### src/assert_macros.svh
// assertion helpers shared by the rtl
`ifndef ASSERT_MACROS_SVH
`define ASSERT_MACROS_SVH

// same-cycle implication, checked out of reset
`define ASSERT_SAME(label, clk, rstn, ante, cons, msg) \
    label: assert property (@(posedge clk) disable iff (!rstn) (ante) |-> (cons)) \
        else $error(msg);

// next-cycle implication, checked out of reset
`define ASSERT_NEXT(label, clk, rstn, ante, cons, msg) \
    label: assert property (@(posedge clk) disable iff (!rstn) (ante) |=> (cons)) \
        else $error(msg);

`endif

### src/crcfpe_pkg.sv
`default_nettype none

package crcfpe_pkg;

    // largest payload a header may announce
    localparam int unsigned MAX_PAYLOAD = 256;

    localparam logic [15:0] CRC_POLY = 16'h1021;

    // input item kinds carried on tuser
    localparam logic OP_HEADER  = 1'b0;
    localparam logic OP_PAYLOAD = 1'b1;

    // configuration register indexes
    localparam logic [1:0] CFG_START_MARKER = 2'd0;
    localparam logic [1:0] CFG_END_MARKER   = 2'd1;

    // output sequencer steps
    typedef enum logic [2:0] {
        STEP_START,
        STEP_CMD,
        STEP_LEN_LO,
        STEP_LEN_HI,
        STEP_CRC_LO,
        STEP_CRC_HI,
        STEP_END
    } step_t;

    // one byte of crc-16/xmodem, msb first
    function automatic logic [15:0] crc16_update(input logic [15:0] crc,
                                                 input logic [7:0] data);
        logic [15:0] c;
        c = crc ^ {data, 8'h00};
        for (int b = 0; b < 8; b++) begin
            if (c[15]) begin
                c = {c[14:0], 1'b0} ^ CRC_POLY;
            end else begin
                c = {c[14:0], 1'b0};
            end
        end
        return c;
    endfunction

endpackage

`default_nettype wire

### src/crc16_framed_packet_encoder.sv
// Framed packet encoder with CRC-16/XMODEM. A header item (tuser 0) opens a
// frame and yields start marker, command, length low and length high bytes;
// each payload item (tuser 1) passes its byte through. After the last payload
// byte, or right after a zero-length header, the CRC low byte, CRC high byte
// and end marker follow; tlast marks the final byte caused by each item and
// m_tuser marks the end marker. Items are taken into a one-deep job register
// and a sequencer moves one byte per cycle into the output register while the
// receiver does not stall it; the next item is taken as the current one emits
// its final byte. A dropped item (out-of-order or too long) gives no output.
`default_nettype none

`include "assert_macros.svh"

module crc16_framed_packet_encoder
    import crcfpe_pkg::*;
(
    input  wire logic        aclk,
    input  wire logic        aresetn,
    // input items
    input  wire logic        s_tvalid,
    output logic             s_tready,
    input  wire logic [31:0] s_tdata,  // command[7:0], payload_length[16:8], data_byte[24:17]
    input  wire logic        s_tuser,  // opcode[0]
    // result items
    output logic             m_tvalid,
    input  wire logic        m_tready,
    output logic [7:0]       m_tdata,  // out_byte[7:0]
    output logic             m_tlast,
    output logic             m_tuser,  // frame_end[0]
    // configuration writes
    input  wire logic        cfg_valid,
    output logic             cfg_ready,
    input  wire logic [1:0]  cfg_index,
    input  wire logic [7:0]  cfg_data
);

    // job register
    logic        job_valid_reg, job_valid_next;
    logic        job_opcode_reg;
    logic [7:0]  job_command_reg;
    logic [8:0]  job_length_reg;
    logic [7:0]  job_data_reg;
    step_t       step_reg, step_next;

    // frame state
    logic [15:0] crc_reg;
    logic [8:0]  remaining_reg;
    logic        in_frame_reg;
    logic [7:0]  start_marker_reg;
    logic [7:0]  end_marker_reg;

    // output register
    logic        out_valid_reg;
    logic [7:0]  out_byte_reg;
    logic        out_last_reg;
    logic        out_end_reg;

    logic        accept;
    logic        out_free;
    logic        header_ok;
    logic        drop;
    logic        emit;
    logic        final_step;
    logic        job_done;
    logic [7:0]  result_byte;
    logic        result_last;
    logic        result_end;

    // handshake and sequencing control
    assign out_free  = !out_valid_reg || m_tready;
    assign header_ok = !in_frame_reg && (32'(job_length_reg) <= MAX_PAYLOAD);
    assign drop      = job_valid_reg && (step_reg == STEP_START) &&
                       ((job_opcode_reg == OP_HEADER) ? !header_ok : !in_frame_reg);
    assign emit      = job_valid_reg && !drop && out_free;
    assign job_done  = drop || (emit && final_step);
    assign s_tready  = !job_valid_reg || job_done;
    assign accept    = s_tvalid && s_tready;
    assign cfg_ready = 1'b1;

    assign job_valid_next = accept ? 1'b1 : (job_done ? 1'b0 : job_valid_reg);

    // next step
    always_comb begin
        step_next = step_reg;
        if (accept) begin
            step_next = STEP_START;
        end else if (emit) begin
            unique case (step_reg)
                STEP_START:  step_next = (job_opcode_reg == OP_HEADER) ? STEP_CMD : STEP_CRC_LO;
                STEP_CMD:    step_next = STEP_LEN_LO;
                STEP_LEN_LO: step_next = STEP_LEN_HI;
                STEP_LEN_HI: step_next = STEP_CRC_LO;
                STEP_CRC_LO: step_next = STEP_CRC_HI;
                STEP_CRC_HI: step_next = STEP_END;
                STEP_END:    step_next = STEP_START;
                default:     step_next = STEP_START;
            endcase
        end
    end

    // byte and flags for the current step
    always_comb begin
        result_byte = 8'h00;
        result_last = 1'b0;
        result_end  = 1'b0;
        final_step  = 1'b0;
        unique case (step_reg)
            STEP_START: begin
                if (job_opcode_reg == OP_HEADER) begin
                    result_byte = start_marker_reg;
                end else begin
                    result_byte = job_data_reg;
                    result_last = (remaining_reg != 9'd1);
                    final_step  = (remaining_reg != 9'd1);
                end
            end
            STEP_CMD:    result_byte = job_command_reg;
            STEP_LEN_LO: result_byte = job_length_reg[7:0];
            STEP_LEN_HI: begin
                result_byte = {7'd0, job_length_reg[8]};
                result_last = (job_length_reg != 9'd0);
                final_step  = (job_length_reg != 9'd0);
            end
            STEP_CRC_LO: result_byte = crc_reg[7:0];
            STEP_CRC_HI: result_byte = crc_reg[15:8];
            STEP_END: begin
                result_byte = end_marker_reg;
                result_last = 1'b1;
                result_end  = 1'b1;
                final_step  = 1'b1;
            end
            default: result_byte = 8'h00;
        endcase
    end

    // control registers
    always_ff @(posedge aclk) begin
        if (!aresetn) begin
            job_valid_reg    <= 1'b0;
            step_reg         <= STEP_START;
            out_valid_reg    <= 1'b0;
            crc_reg          <= 16'h0000;
            remaining_reg    <= 9'd0;
            in_frame_reg     <= 1'b0;
            start_marker_reg <= 8'd2;
            end_marker_reg   <= 8'd3;
        end else begin
            job_valid_reg <= job_valid_next;
            step_reg      <= step_next;

            // output register load and drain
            if (emit) begin
                out_valid_reg <= 1'b1;
            end else if (m_tready) begin
                out_valid_reg <= 1'b0;
            end

            // frame state follows the bytes as they leave
            if (emit) begin
                case (step_reg)
                    STEP_START: begin
                        if (job_opcode_reg == OP_PAYLOAD) begin
                            crc_reg       <= crc16_update(crc_reg, job_data_reg);
                            remaining_reg <= remaining_reg - 9'd1;
                            if (remaining_reg == 9'd1) begin
                                in_frame_reg <= 1'b0;
                            end
                        end
                    end
                    STEP_CMD:    crc_reg <= crc16_update(16'h0000, job_command_reg);
                    STEP_LEN_LO: crc_reg <= crc16_update(crc_reg, job_length_reg[7:0]);
                    STEP_LEN_HI: begin
                        crc_reg <= crc16_update(crc_reg, {7'd0, job_length_reg[8]});
                        if (job_length_reg != 9'd0) begin
                            in_frame_reg  <= 1'b1;
                            remaining_reg <= job_length_reg;
                        end
                    end
                    STEP_END:    crc_reg <= 16'h0000;
                    default:     crc_reg <= crc_reg;
                endcase
            end

            // configuration writes
            if (cfg_valid && cfg_ready) begin
                unique case (cfg_index)
                    CFG_START_MARKER: start_marker_reg <= cfg_data;
                    CFG_END_MARKER:   end_marker_reg   <= cfg_data;
                    default:          start_marker_reg <= start_marker_reg;
                endcase
            end
        end
    end

    // payload registers
    always_ff @(posedge aclk) begin
        if (accept) begin
            job_opcode_reg  <= s_tuser;
            job_command_reg <= s_tdata[7:0];
            job_length_reg  <= s_tdata[16:8];
            job_data_reg    <= s_tdata[24:17];
        end
        if (emit) begin
            out_byte_reg <= result_byte;
            out_last_reg <= result_last;
            out_end_reg  <= result_end;
        end
    end

    assign m_tvalid = out_valid_reg;
    assign m_tdata  = out_byte_reg;
    assign m_tlast  = out_last_reg;
    assign m_tuser  = out_end_reg;

    // checks
    `ASSERT_SAME(a_ready_only_when_done, aclk, aresetn,
        s_tready && job_valid_reg, job_done, "input taken while job still busy")
    `ASSERT_SAME(a_end_is_last, aclk, aresetn,
        m_tvalid && m_tuser, m_tlast, "end marker not marked last")
    `ASSERT_SAME(a_frame_has_bytes, aclk, aresetn,
        in_frame_reg, remaining_reg != 9'd0, "open frame with nothing left")
    `ASSERT_NEXT(a_end_clears_state, aclk, aresetn,
        emit && (step_reg == STEP_END), !in_frame_reg && (crc_reg == 16'h0000),
        "frame state not cleared after end marker")

endmodule

`default_nettype wire

### config.mk
export PLATFORM = sky130hd
export DESIGN_NAME = crc16_framed_packet_encoder
export DESIGN_NICKNAME = d
export VERILOG_FILES = /design/src/crcfpe_pkg.sv /design/src/crc16_framed_packet_encoder.sv
export VERILOG_INCLUDE_DIRS = /design/src /design/src/src
export SDC_FILE = /design/constraint.sdc
export NUM_CORES = 1
export LEC_CHECK = 0
export BUFFER_PORTS_ARGS = -buffer_cell sky130_fd_sc_hd__buf_2
export CAP_MARGIN = 10
export CORE_MARGIN = 8
export CORE_UTILIZATION = 40
export CTS_CLUSTER_DIAMETER = 30
export DETAILED_ROUTE_END_ITERATION = 16
export SLEW_MARGIN = 20
export SYNTH_ARGS = -nofsm -noshare
export SYNTH_HDL_FRONTEND = slang
export SYNTH_SLANG_ARGS = --single-unit
export TNS_END_PERCENT = 100
### constraint.sdc
create_clock -name aclk -period 3.8 [get_ports aclk]
set_input_delay 1.14 -clock aclk [delete_from_list [all_inputs] [get_ports aclk]]
set_output_delay 1.14 -clock aclk [all_outputs]
set_load 0.01 [all_outputs]
==> results of run 1 <==
-- synthesized netlist by cell type, drive strengths merged (2+ instances only) --
cell	n	share of area
o2111ai	3	0.0054
ha	2	0.0052
a22oi	9	0.014
nand3b	2	0.0031
a31oi	5	0.0065
o21ai	35	0.037
a32oi	2	0.0036
inv	8	0.0062
mux2	4	0.0093
nor2	37	0.030
nor2b	7	0.0090
edfxtp	36	0.22
xnor2	43	0.078
nand4	3	0.0039
o21a	2	0.0031
o221ai	3	0.0054
a222oi	2	0.0041
a211oi	13	0.021
xor2	13	0.023
and2	4	0.0052
mux2i	38	0.078
buf	29	0.031
or3	6	0.0077
a221oi	7	0.013
nor3b	3	0.0046
nand2	44	0.034
a21oi	30	0.031
o211ai	6	0.0093
a211o	4	0.0072
and3	4	0.0052
o31ai	6	0.010
nand2b	6	0.0077
nor4	10	0.015
clkbuf	11	0.0085
nor3	4	0.0041
nand3	10	0.010
o22ai	4	0.0052
dfxtp	47	0.19
-- final cells by class --
type / count / area share
Clock inverter: 6 / 0.00866
Timing Repair Buffer: 67 / 0.0679
Inverter: 9 / 0.00616
Clock buffer: 10 / 0.0417
Tap cell: 147 / 0.0335
Multi-Input combinational cell: 382 / 0.474
Sequential cell: 83 / 0.368
-- layout by cell type, fill, tap and decap left out, types with 15 or more instances in the layout --
cell | Yosys | routed
sky130_fd_sc_hd__mux2i_1 | 38 | 38
sky130_fd_sc_hd__xnor2_1 | 43 | 43
sky130_fd_sc_hd__edfxtp_1 | 36 | 36
sky130_fd_sc_hd__buf_2 | 16 | 52
sky130_fd_sc_hd__a21oi_1 | 30 | 30
sky130_fd_sc_hd__nor2_1 | 36 | 36
sky130_fd_sc_hd__nand2_1 | 44 | 44
sky130_fd_sc_hd__o21ai_0 | 34 | 34
sky130_fd_sc_hd__dfxtp_1 | 47 | 47
sky130_fd_sc_hd__buf_4 | 2 | 15
-- cell families (layout without fill, tap and decap cells) --
logic type	after synthesis	count (layout)	share of synthesized area
fa+ha+maj	2	2	0.00516
xor+xnor	57	57	0.106
other cells	1	1	0.000774
simple gates	143	143	0.148
compound gates	137	137	0.189
mux	42	42	0.0878
buf+inv	49	92	0.0467
flops	83	83	0.417
-- per-layer routing --
metal / vias up / track usage / share of wire
met5: - / 0 / 0
met4: 0 / 0.0644 / 0.026
met3: 25 / 0.0515 / 0.075
met2: 189 / 0.273 / 0.46
met1: 1963 / 0.229 / 0.44
li1: 1951 / - / -
-- metrics by stage --
stage	cells	instance area, sq um	setup slack [ns]
5_1_grt	704	5490	0.246
3_3_place_gp	688	5210	0.821
6_report	704	5490	0.397
3_5_place_dp	688	5210	0.796
2_1_floorplan	514	4850	1.11
4_1_cts	704	5490	0.392
-- path summary, 6_finish.rpt --
kind,startpoint,endpoint,slack (ns),depth (start not counted)
worst min-delay path,remaining_reg[1]$_SDFFE_PN0P_,remaining_reg[1]$_SDFFE_PN0P_,0.48,2
worst min register to register,remaining_reg[1]$_SDFFE_PN0P_,remaining_reg[1]$_SDFFE_PN0P_,0.48,2
worst max register to register,step_reg[2]$_SDFFE_PP0P_,job_command_reg[2]$_DFFE_PP_,1.08,6
worst max-delay path,step_reg[2]$_SDFFE_PP0P_,s_tready,0.40,5
-- power by group through the flow --
stage                     combinational (mW)  sequential [mW]  clock (mW)
after detailed placement               0.189             1.02           0
after global routing                   0.210            0.999       0.883
after CTS                              0.190            0.996       0.845
after floorplan                        0.135            0.999           0
final                                  0.191            0.997       0.825
after global placement                 0.185             1.02           0
-- worst max-delay path, cell delays in order (launching register included) --
cell	delay [ns]
sky130_fd_sc_hd__dfxtp_1	0.37
sky130_fd_sc_hd__or3_1	0.61
sky130_fd_sc_hd__nor3b_1	0.40
sky130_fd_sc_hd__a21oi_1	0.16
sky130_fd_sc_hd__a21bo_4	0.24
sky130_fd_sc_hd__buf_2	0.14
==> results.txt, run 1 <==
- Clock transition at the registers of the reported paths: 0.06 ns
- Detailed routing inserted a total of 4128 vias.
- Hold slack final: 0.481 ns
* Area added between synthesis and finish: 13.2%
- Worst Hold Class: register to register
- CTS placed an instance of sky130_fd_sc_hd__clkbuf_16 at the clock tree root.
- In this run the remaining antenna-violating nets after routing total 0.
* Combinational share of power: 0.095
- Post-Synthesis Mean Instance Area: 9.43 sq um
- The worst pin sits at a relative slew slack of 0.455.
- Run status: completed
- The count of buffers added on input and output ports is 52.
- Critical Path Start Type: register
- The number of nets handed over by synthesis was 564.
- The wire-length estimate of the detail-placed layout is ~9900 um.
- Sequential element share of the synthesized area: 0.417
- In this run the horizontal extent of the chip is 126 um.
- Yosys warnings: 0
* Actual slew at the worst max-slew pin: 0.815 ns
* Net count reported at finish: about 600
* Number of global-route vias before repair: 4104
- Counting flops with an async set or reset pin after synthesis yields a share of 0.
- Relative contribution of the clock network to total power: 0.410
- In this run, the number of DRC markers left after iteration 0 of detailed routing was 504.
- Multi-input logic area: between 2000 and 3000 sq um
- Row count: 40
* # clock sinks: 83
- Yosys mapped the design onto 60 distinct sky130hd cell types.
* Number of remaining DRC errors: 0
- Sw Share: 0.256
- Post-layout utilization of the core: 0.461
- Final setup violation count: 0
- Classification of the worst setup path: register to output pin
- Total Routed Length: 13900 um
- Net switching power: 0.515 mW
* EDFF count, synth: 36
- In this run the cell area of the synthesized design comes to 4850 sq um.
- Power comes to 2.01 mW.
- Post-CTS repair changed the size of 0 cells.
- Post-synthesis sequential element count: 83
* Shortest clock period the worst path allows after layout: between 3 and 4 ns
- The layout has 1117 filler cells.
* Flip-flop count of the largest register, all copies and words added: 16
- The first global-routing pass estimated around 22000 um of wire.
* Area of the core region: between 10000 and 15000 sq um
* Diodes inserted: 0
- For the worst-skew pair, the clock arrives at the later sink with an insertion delay of ~0.34 ns.
* Die area: ~16000 sq um
* Layout Skew: 0.00670 ns
- Critical path capture point type: output pin
- CP Data Required Time: 2.66 ns
- The number of pins exceeding their max-slew limit in the final report came to 0.
- Hold Buf Count CTS: 0
- Of the cells placed in the final design, the portion with a size suffix greater than 1 is 0.174.
* Ratio of final minimum period to clock period: 0.896
- In this run the count of I/O pins placed on the die edge is 61.
- Setup repair after global routing left no endpoint under its margin.
* GR Overflow Total: 0
- In this run the vertical extent of the chip is 126 um.
* Starting utilization of the core area: 0.407
- Post CTS Setup Buffer Count: 0
- Reported max-cap violation count: 0
* Number of buffers on the longest clock path: 2
- Dividing total power by cell area gives a power density of 367 nW/um^2.
* Arrival time at the worst endpoint: roughly 2.3 ns
- Of all nets on the critical path, the largest fanout is 11.
- Using the TritonRoute via totals, the vias-per-cell ratio works out to 5.86.
- Counting the buffers created by CTS gives 9.
* Count of final hold-check violations: 0
- The worst-case IR drop observed on VDD is around 0.28 mV.
- Across every metal layer, demand over resource in global routing totals 0.177.
- Number of antenna violations at the first check in global routing: 0
- Counting every instance in the synthesized netlist gives 514.
* Routed wire length per instance: 19.8 um
- Number of H-tree branching levels: 3
- Maximum number of pins on one net before global-route repair: 34
* Proportion of power drawn by flip-flops and latches: 0.495
- After routing, the total negative slack on setup checks comes to 0 ns.
- In the final layout, flip-flops and latches occupy slightly above 2000 sq um.
* Leakage power figure: 2.07 nW
- Initial DRT Pass Iterations: 5
- Max Freq: 294 MHz
* Total internal power: between 1 and 1.5 mW
* CTS tree: yes
- Main flop type after synthesis: sky130_fd_sc_hd__dfxtp_1
- Final Wtd Congestion: 0.876
No activity file was read; power rests on OpenSTA's default activity.
==> inputs of run 2 (changes only) <==
clock period = 3.1 ns   (was 3.8 ns; I/O delays follow)
==> results.txt, run 2 (synthesis gave the netlist of run 1 again) <==
- Run status: completed (unchanged).
- Placed inst area: 5260 sq um (was 5210 sq um)
- The total routed wirelength came to 14100 um (was 13900 um).
- The wire length of the first global-routing pass is 22300 um (about the same).
* Arrival time at the worst endpoint: 2.12 ns (was 2.26 ns)
* CTS tree: yes (unchanged)
* Number of buffer cells added on primary ports: 52 (unchanged)
- The maximum vdd ir drop was 0.292 mV (was 0.285 mV).
- GRT Util Overall: 0.178 (was 0.177)
- The number of placed instances with taps included was 695 (was 688).
- Shortest clock period the worst path allows after layout: between 3 and 4 ns
- The number of placed I/O pins was 61 (unchanged).
- The part of the power in registers was 0.458 (was 0.495).
* Fill cell total of the finished layout: 1099 (was 1117)
* Highest net fanout along the worst path: 6 (was 11)
- The leakage power summed over all cells was 2.14 nW (was 2.07 nW).
* Layout Skew: 0.00692 ns (was 0.00670 ns)
- Number of buffers on the longest clock path: 2 (unchanged)
- The number of antenna-violating nets in the routed design came to 0 (unchanged).
* Overall power consumption: 2.66 mW (was 2.01 mW)
- Flip-flop count of the largest register, all copies and words added: 16 (unchanged)
- Combinational share of power: 0.092 (was 0.095)
- Initial DRT Pass Iterations: 6 (was 5)
- Pre-CTS worst setup slack: 0.179 ns (was 0.796 ns)
* Number of global-route vias before repair: 4090 (was 4104)
* Number of antenna violations at the first check in global routing: 0 (unchanged)
- Number of H-tree branching levels: 3 (unchanged)
- The non-filler instance count after layout is 711 (was 704).
- Setup WS post-layout: 0.0475 ns (was 0.397 ns)
- Actual slew at the worst max-slew pin: 0.793 ns (was 0.815 ns)
- The net switching power figure is 0.635 mW (was 0.515 mW).
- Hold slack final: 0.471 ns (was 0.481 ns)
- DP Wirelength: 10100 um (was 9900 um)
* Clock transition at the registers of the reported paths: 0.06 ns (about the same)
* Relative contribution of the clock network to total power: 0.450 (was 0.410)
- CP Data Required Time: 2.17 ns (was 2.66 ns)
* Total non-filler cell area in the finished layout: 5620 sq um (was 5490 sq um)
- The most common library cell in the layout ignoring fill and taps is sky130_fd_sc_hd__buf_2 (unchanged).
- Fraction of final layout cells with drive strength greater than 1: 0.190 (was 0.174)
- Final setup violation count: 0 (unchanged)
- The initial cell density of the core came to 0.407 (unchanged).
- Via-per-instance ratio: 5.85 (was 5.86)
- Reported max-cap violation count: 0 (unchanged)
- First DRT Iteration DRCs: 403 (was 504)
- The synthesis-to-layout area growth is 16.0% (was 13.2%).
* Post-layout utilization of the core: 0.472 (was 0.461)
* Max Freq: 328 MHz
* Die span in y: 126 um (unchanged)
- Classification of the worst setup path: register to output pin (unchanged)
- Highest-count cells in the layout ignoring fill and taps: sky130_fd_sc_hd__buf_2 (52), sky130_fd_sc_hd__dfxtp_1 (47), sky130_fd_sc_hd__nand2_1 (44) (unchanged)
- Total internal power: 2.02 mW (was 1.50 mW)
- The setup total negative slack is 0 ns (unchanged).
- Power density over cell area: 473 nW/um^2 (was 367 nW/um^2)
- The later-pin clock latency in the skew report is 0.34 ns (about the same).
- The type of the most critical hold path is register to register (unchanged).
- Total vias in the final route: 4161 (was 4128)
- The routed length per placed instance was 19.8 um (about the same).
- Worst slew slack as a fraction of its limit: 0.469 (was 0.455)
- Clock root cell: sky130_fd_sc_hd__clkbuf_16 (unchanged)
- The standard cell core area came to 11900 sq um (unchanged).
- Final-report max-slew violation count: 0 (unchanged)
- Diodes inserted: 0 (unchanged)
- Die area: 15900 sq um (unchanged)
- The number of core rows came to 40 (unchanged).
- The final hold violation count was 0 (unchanged).
- RSZ-0062 raised after global routing: false (unchanged).
- # clock sinks: 83 (unchanged)
* Ratio of final minimum period to clock period: 0.985
* Horizontal die dimension: 126 um (unchanged)
- Number of remaining DRC errors: 0 (unchanged)
- The startpoint type of the worst setup path is a register (unchanged).
- The global placer's final weighted congestion came to 0.887 (was 0.876).
* Critical path capture point type: output pin (unchanged)
- The final net count came to 609 (was 602).
- GR Overflow Total: 0 (unchanged)
* Post CTS Setup Buffer Count: 0 (unchanged)
- The largest net degree at the start of global routing was 36 (was 34).
- The number of clock buffers inserted by TritonCTS came to 9 (unchanged).
* Sw Share: 0.239 (was 0.256)
-- run 2: per-layer routing --
metal | vias to the layer above | wire [um] | track usage
met5 | - | 0 | 0
met4 | 0 | 350 | 0.0630
met3 | 22 | 984 | 0.0494
met2 | 179 | 6450 | 0.277
met1 | 1989 | 6260 | 0.231
li1 | 1971 | - | -
-- run 2: power by group through the flow --
stage	sequential [mW]	clock, mW	combinational (mW)
finish	1.22	1.20	0.245
global route	1.22	1.26	0.269
CTS	1.22	1.22	0.243
detailed placement	1.24	0	0.241
global placement	1.24	0	0.235
floorplan	1.22	0	0.166
-- run 2: timing repair --
item,4_1_cts,5_1_grt
hold buffers,0,0
endpoints found under the setup margin,1,1
gates resized for setup,1,2
-- run 2: worst paths after layout --
path	cells after the start	to	slack, ns	start
max	5	s_tready	0.05	job_length_reg[1]$_DFFE_PP_
min	2	remaining_reg[1]$_SDFFE_PN0P_	0.47	remaining_reg[1]$_SDFFE_PN0P_
max reg2reg	5	m_tdata[6]$_DFFE_PP_	0.63	step_reg[0]$_SDFFE_PP0P_
min reg2reg	2	remaining_reg[1]$_SDFFE_PN0P_	0.47	remaining_reg[1]$_SDFFE_PN0P_
-- run 2: final cells by class --
| class | count | area, sq um | share of cell area |
|---|---|---|---|
| Multi-Input combinational cell | 382 | 2620 | 0.467 |
| Clock inverter | 6 | 95.1 | 0.0169 |
| Timing Repair Buffer | 74 | 425 | 0.0757 |
| Tap cell | 147 | 184 | 0.0327 |
| Clock buffer | 10 | 239 | 0.0425 |
| Inverter | 9 | 33.8 | 0.00601 |
| Sequential cell | 83 | 2020 | 0.360 |
-- run 2: worst max-delay path, cell delays in order (launching register included) --
cell                       delay, ns
sky130_fd_sc_hd__edfxtp_1       0.50
sky130_fd_sc_hd__nor4_4         0.37
sky130_fd_sc_hd__a31oi_1        0.21
sky130_fd_sc_hd__a211o_1        0.30
sky130_fd_sc_hd__a21bo_4        0.25
sky130_fd_sc_hd__buf_2          0.14
==> inputs of run 3 (changes only) <==
BUFFER_PORTS_ARGS = unset   (was -buffer_cell sky130_fd_sc_hd__buf_2)
DONT_BUFFER_PORTS = 1   (was unset)
==> results.txt, run 3 (synthesis gave the netlist of run 1 again) <==
* Number of antenna violations at the first check in global routing: 0 (unchanged)
- The later-pin clock latency in the skew report was 0.34 ns (about the same).
- CP peak stage delay: 0.52 ns (was 0.50 ns)
- The number of H-tree levels came to 3 (unchanged).
- The number of iterations in the first detailed-routing pass is 5 (was 6).
* Number of remaining DRC errors: 0 (unchanged)
* Diodes inserted: 0 (unchanged)
- RSZ-0062 raised after global routing: false (unchanged).
* Flop2flop setup slack: 0.47 ns (was 0.63 ns)
* Via-per-instance ratio: 6.17 (was 5.85)
- The destination of the worst register-to-register timing path was job_data_reg[4]$_DFFE_PP_ (was m_tdata[6]$_DFFE_PP_).
* CTS tree: yes (unchanged)
* Peak VDD IR: 0.308 mV (was 0.292 mV)
- Critical Path Start Type: register (unchanged)
- Area of the core region: 11900 sq um (unchanged)
* Max Freq: 343 MHz (was 328 MHz)
- The worst-case clock skew is 0.0126 ns (was 0.00692 ns).
- Quantity of gates resized following cts: 0 (was 1)
- Net switching power: 0.608 mW (was 0.635 mW)
* Number of buffers on the longest clock path: 2 (unchanged)
* Row count: 40 (unchanged)
- The period utilization came to 0.941 (was 0.985).
- The number of global-route vias before repair is 3883 (was 4090).
- The headroom to the max-slew limit came to 0.435 (was 0.469).
* Flip-flop count of the largest register, all copies and words added: 16 (unchanged)
* Leakage power figure: 1.91 nW (was 2.14 nW)
- The setup total negative slack was 0 ns (unchanged).
- Arrival time at the worst endpoint: 1.99 ns (was 2.12 ns)
* Wire length of the first global-routing pass: 21800 um (was 22300 um)
- The horizontal extent of the die is 126 um (unchanged).
- Highest-count cells in the layout ignoring fill and taps: sky130_fd_sc_hd__dfxtp_1 (47), sky130_fd_sc_hd__nand2_1 (44), sky130_fd_sc_hd__xnor2_1 (43) (was sky130_fd_sc_hd__buf_2 (52), sky130_fd_sc_hd__dfxtp_1 (47), sky130_fd_sc_hd__nand2_1 (44))
- Proportion of power drawn by flip-flops and latches: 0.483 (was 0.458)
- Remaining number of nets flagged by the antenna check after routing: 0 (unchanged)
- Count of final hold-check violations: 0 (unchanged)
* Maximum number of pins on one net before global-route repair: 34 (was 36)
- The count of hold buffers inserted by post-cts repair is 0 (unchanged).
* Total internal power: 1.92 mW (was 2.02 mW)
* Post CTS Setup Buffer Count: 0 (unchanged)
* R2R Path Start: step_reg[2]$_SDFFE_PP0P_ (was step_reg[0]$_SDFFE_PP0P_)
- Final-report max-slew violation count: 0 (unchanged)
* Number of clock buffers inserted by TritonCTS: 9 (unchanged)
- CP cell instances: or3_1, nor3b_1, a21oi_1, a21bo_4 (was nor4_4, a31oi_1, a211o_1, a21bo_4, buf_2).
- Actual slew at the worst max-slew pin: 0.844 ns (was 0.793 ns)
- Number of buffer cells added on primary ports: 0 (was 52)
- Clock transition at the registers of the reported paths: 0.06 ns (about the same)
- The iteration-0 DRC count of the detailed router is 492 (was 403).
- The type of the most critical hold path is register to register (unchanged).
- Reg2Reg Depth: 6 (was 5)
- # clock sinks: 83 (unchanged)
- Highest metal layer with signal wires: met4 (unchanged)
- The remaining global-route overflow came to 0 (unchanged).
- The worst path required time came to 2.17 ns (about the same).
- The kind of end point of the critical path is an output pin (unchanged).
* Placed Cells incl. Taps: 644 (was 695)
- Met3 wire length: 1280 um (was 984 um)
- The highest net fanout along the worst path is 8 (was 6).
- Fraction of final layout cells with drive strength greater than 1: 0.103 (was 0.190)
- Register Area: 2020 sq um (unchanged)
- The most common library cell in the layout ignoring fill and taps is sky130_fd_sc_hd__dfxtp_1 (was sky130_fd_sc_hd__buf_2).
* Total vias in the final route: 4069 (was 4161)
- The highest-delay cell along the critical path is sky130_fd_sc_hd__or3_1 (was sky130_fd_sc_hd__edfxtp_1).
- The initial cell density of the core came to 0.407 (unchanged).
* Reported max-cap violation count: 0 (unchanged)
- The clock root buffer master is sky130_fd_sc_hd__clkbuf_16 (unchanged).
* CP endpoint: s_tready (unchanged)
- Critical Path Start: step_reg[2]$_SDFFE_PP0P_ (was job_length_reg[1]$_DFFE_PP_)
- Fill cell total of the finished layout: 1136 (was 1099)
* Die area: 15900 sq um (unchanged)
- CP Depth: 4 (was 5)
- Number of non-filler instances in the completed layout: 660 (was 711)
* Sw Share: 0.240 (was 0.239)
- The count of buffering cells on the critical path with inverters included was 0 (was 1).
* Die span in y: 126 um (unchanged)
- Met1 wire length: 6090 um (was 6260 um)
- GRT Util Overall: 0.176 (was 0.178)
- Final setup violation count: 0 (unchanged)
- Run status: completed (unchanged)
- Overall power consumption: 2.53 mW (was 2.66 mW)
- The gate family responsible for the most delay along the worst path is simple AND/OR/NAND/NOR gates (was compound AO/OA/AOI/OAI gates).
- DP Wirelength: 9930 um (was 10100 um)
- The total met2 wirelength after detailed routing came to 6110 um (was 6450 um).
- The combinational share of power is 0.082 (was 0.092).
- Hold slack final: 0.477 ns (was 0.471 ns)
* Multi-input logic area: 2600 sq um (was 2620 sq um)
* Net count reported at finish: 558 (was 609)
- Shortest clock period the worst path allows after layout: 2.92 ns (was 3.05 ns)
* Routed wire length per instance: 21.2 um (was 19.8 um)
* Relative contribution of the clock network to total power: 0.435 (was 0.450)
- The number of placed I/O pins came to 61 (unchanged).
* Total Routed Length: 14000 um (was 14100 um)
- The global placer's final weighted congestion is 0.903 (was 0.887).
- The synthesis-to-layout area growth came to 9.68% (was 16.0%).
- Classification of the worst setup path: register to output pin (unchanged)
* Power density over cell area: 476 nW/um^2 (was 473 nW/um^2)
-- run 3: changes by cell type in the layout (fill, tap and decap cells not counted), sizes merged --
cell	delta
bufinv	-1
clkinv	-1
buf	-51
inv	-1
clkinvlp	+2
clkbuf	+1
-- run 3: power groups by stage --
| stage | registers [mW] | clock network [mW] | logic [mW] |
|---|---|---|---|
| floorplan | 1.22 | 0 | 0.166 |
| global placement | 1.24 | 0 | 0.199 |
| detailed placement | 1.24 | 0 | 0.204 |
| CTS | 1.22 | 1.12 | 0.205 |
| global route | 1.22 | 1.15 | 0.225 |
| finish | 1.22 | 1.10 | 0.207 |
-- run 3: worst min path at each step --
stage | slack, ns | startpoint | to | cells past startpoint
after global routing | 0.50 | remaining_reg[1]$_SDFFE_PN0P_ | remaining_reg[1]$_SDFFE_PN0P_ | 2
after CTS | 0.47 | remaining_reg[1]$_SDFFE_PN0P_ | remaining_reg[1]$_SDFFE_PN0P_ | 2
after floorplan | 0.44 | start_marker_reg[1]$_SDFFE_PN1P_ | start_marker_reg[1]$_SDFFE_PN1P_ | 2
after global placement | 0.45 | remaining_reg[1]$_SDFFE_PN0P_ | remaining_reg[1]$_SDFFE_PN0P_ | 2
final | 0.48 | start_marker_reg[1]$_SDFFE_PN1P_ | start_marker_reg[1]$_SDFFE_PN1P_ | 2
after detailed placement | 0.46 | remaining_reg[1]$_SDFFE_PN0P_ | remaining_reg[1]$_SDFFE_PN0P_ | 2
-- run 3: metal layers --
metal  up-vias  global-route usage
li1       1863                   -
met1      1928               0.228
met2       231               0.264
met3        47              0.0498
met4         0              0.0828
met5         -                   0
-- run 3: stage by stage --
step / cell area, sq um / utilization / worst slack [ns]
3_3_place_gp: 5010 / 0.421 / 0.535
5_1_grt: 5320 / 0.446 / 0.0543
6_report: 5320 / 0.446 / 0.183
3_5_place_dp: 5010 / 0.421 / 0.508
2_1_floorplan: 4850 / - / 0.480
4_1_cts: 5320 / 0.446 / 0.185
-- run 3: worst register-to-register path, cell delays in order, from the launching register on --
cell,delay [ns]
sky130_fd_sc_hd__dfxtp_1,0.37
sky130_fd_sc_hd__or3_1,0.52
sky130_fd_sc_hd__nor3b_1,0.36
sky130_fd_sc_hd__a21oi_1,0.15
sky130_fd_sc_hd__a21bo_4,0.25
sky130_fd_sc_hd__and2_1,0.29
sky130_fd_sc_hd__buf_4,0.35
-- run 3: cell type report --
cell class,count,area share
clock inverter,5,0.0118
tap,147,0.0346
clock buffer,11,0.0457
inverter,9,0.00635
timing repair buffer,23,0.0325
multi-input combinational,382,0.489
sequential,83,0.380
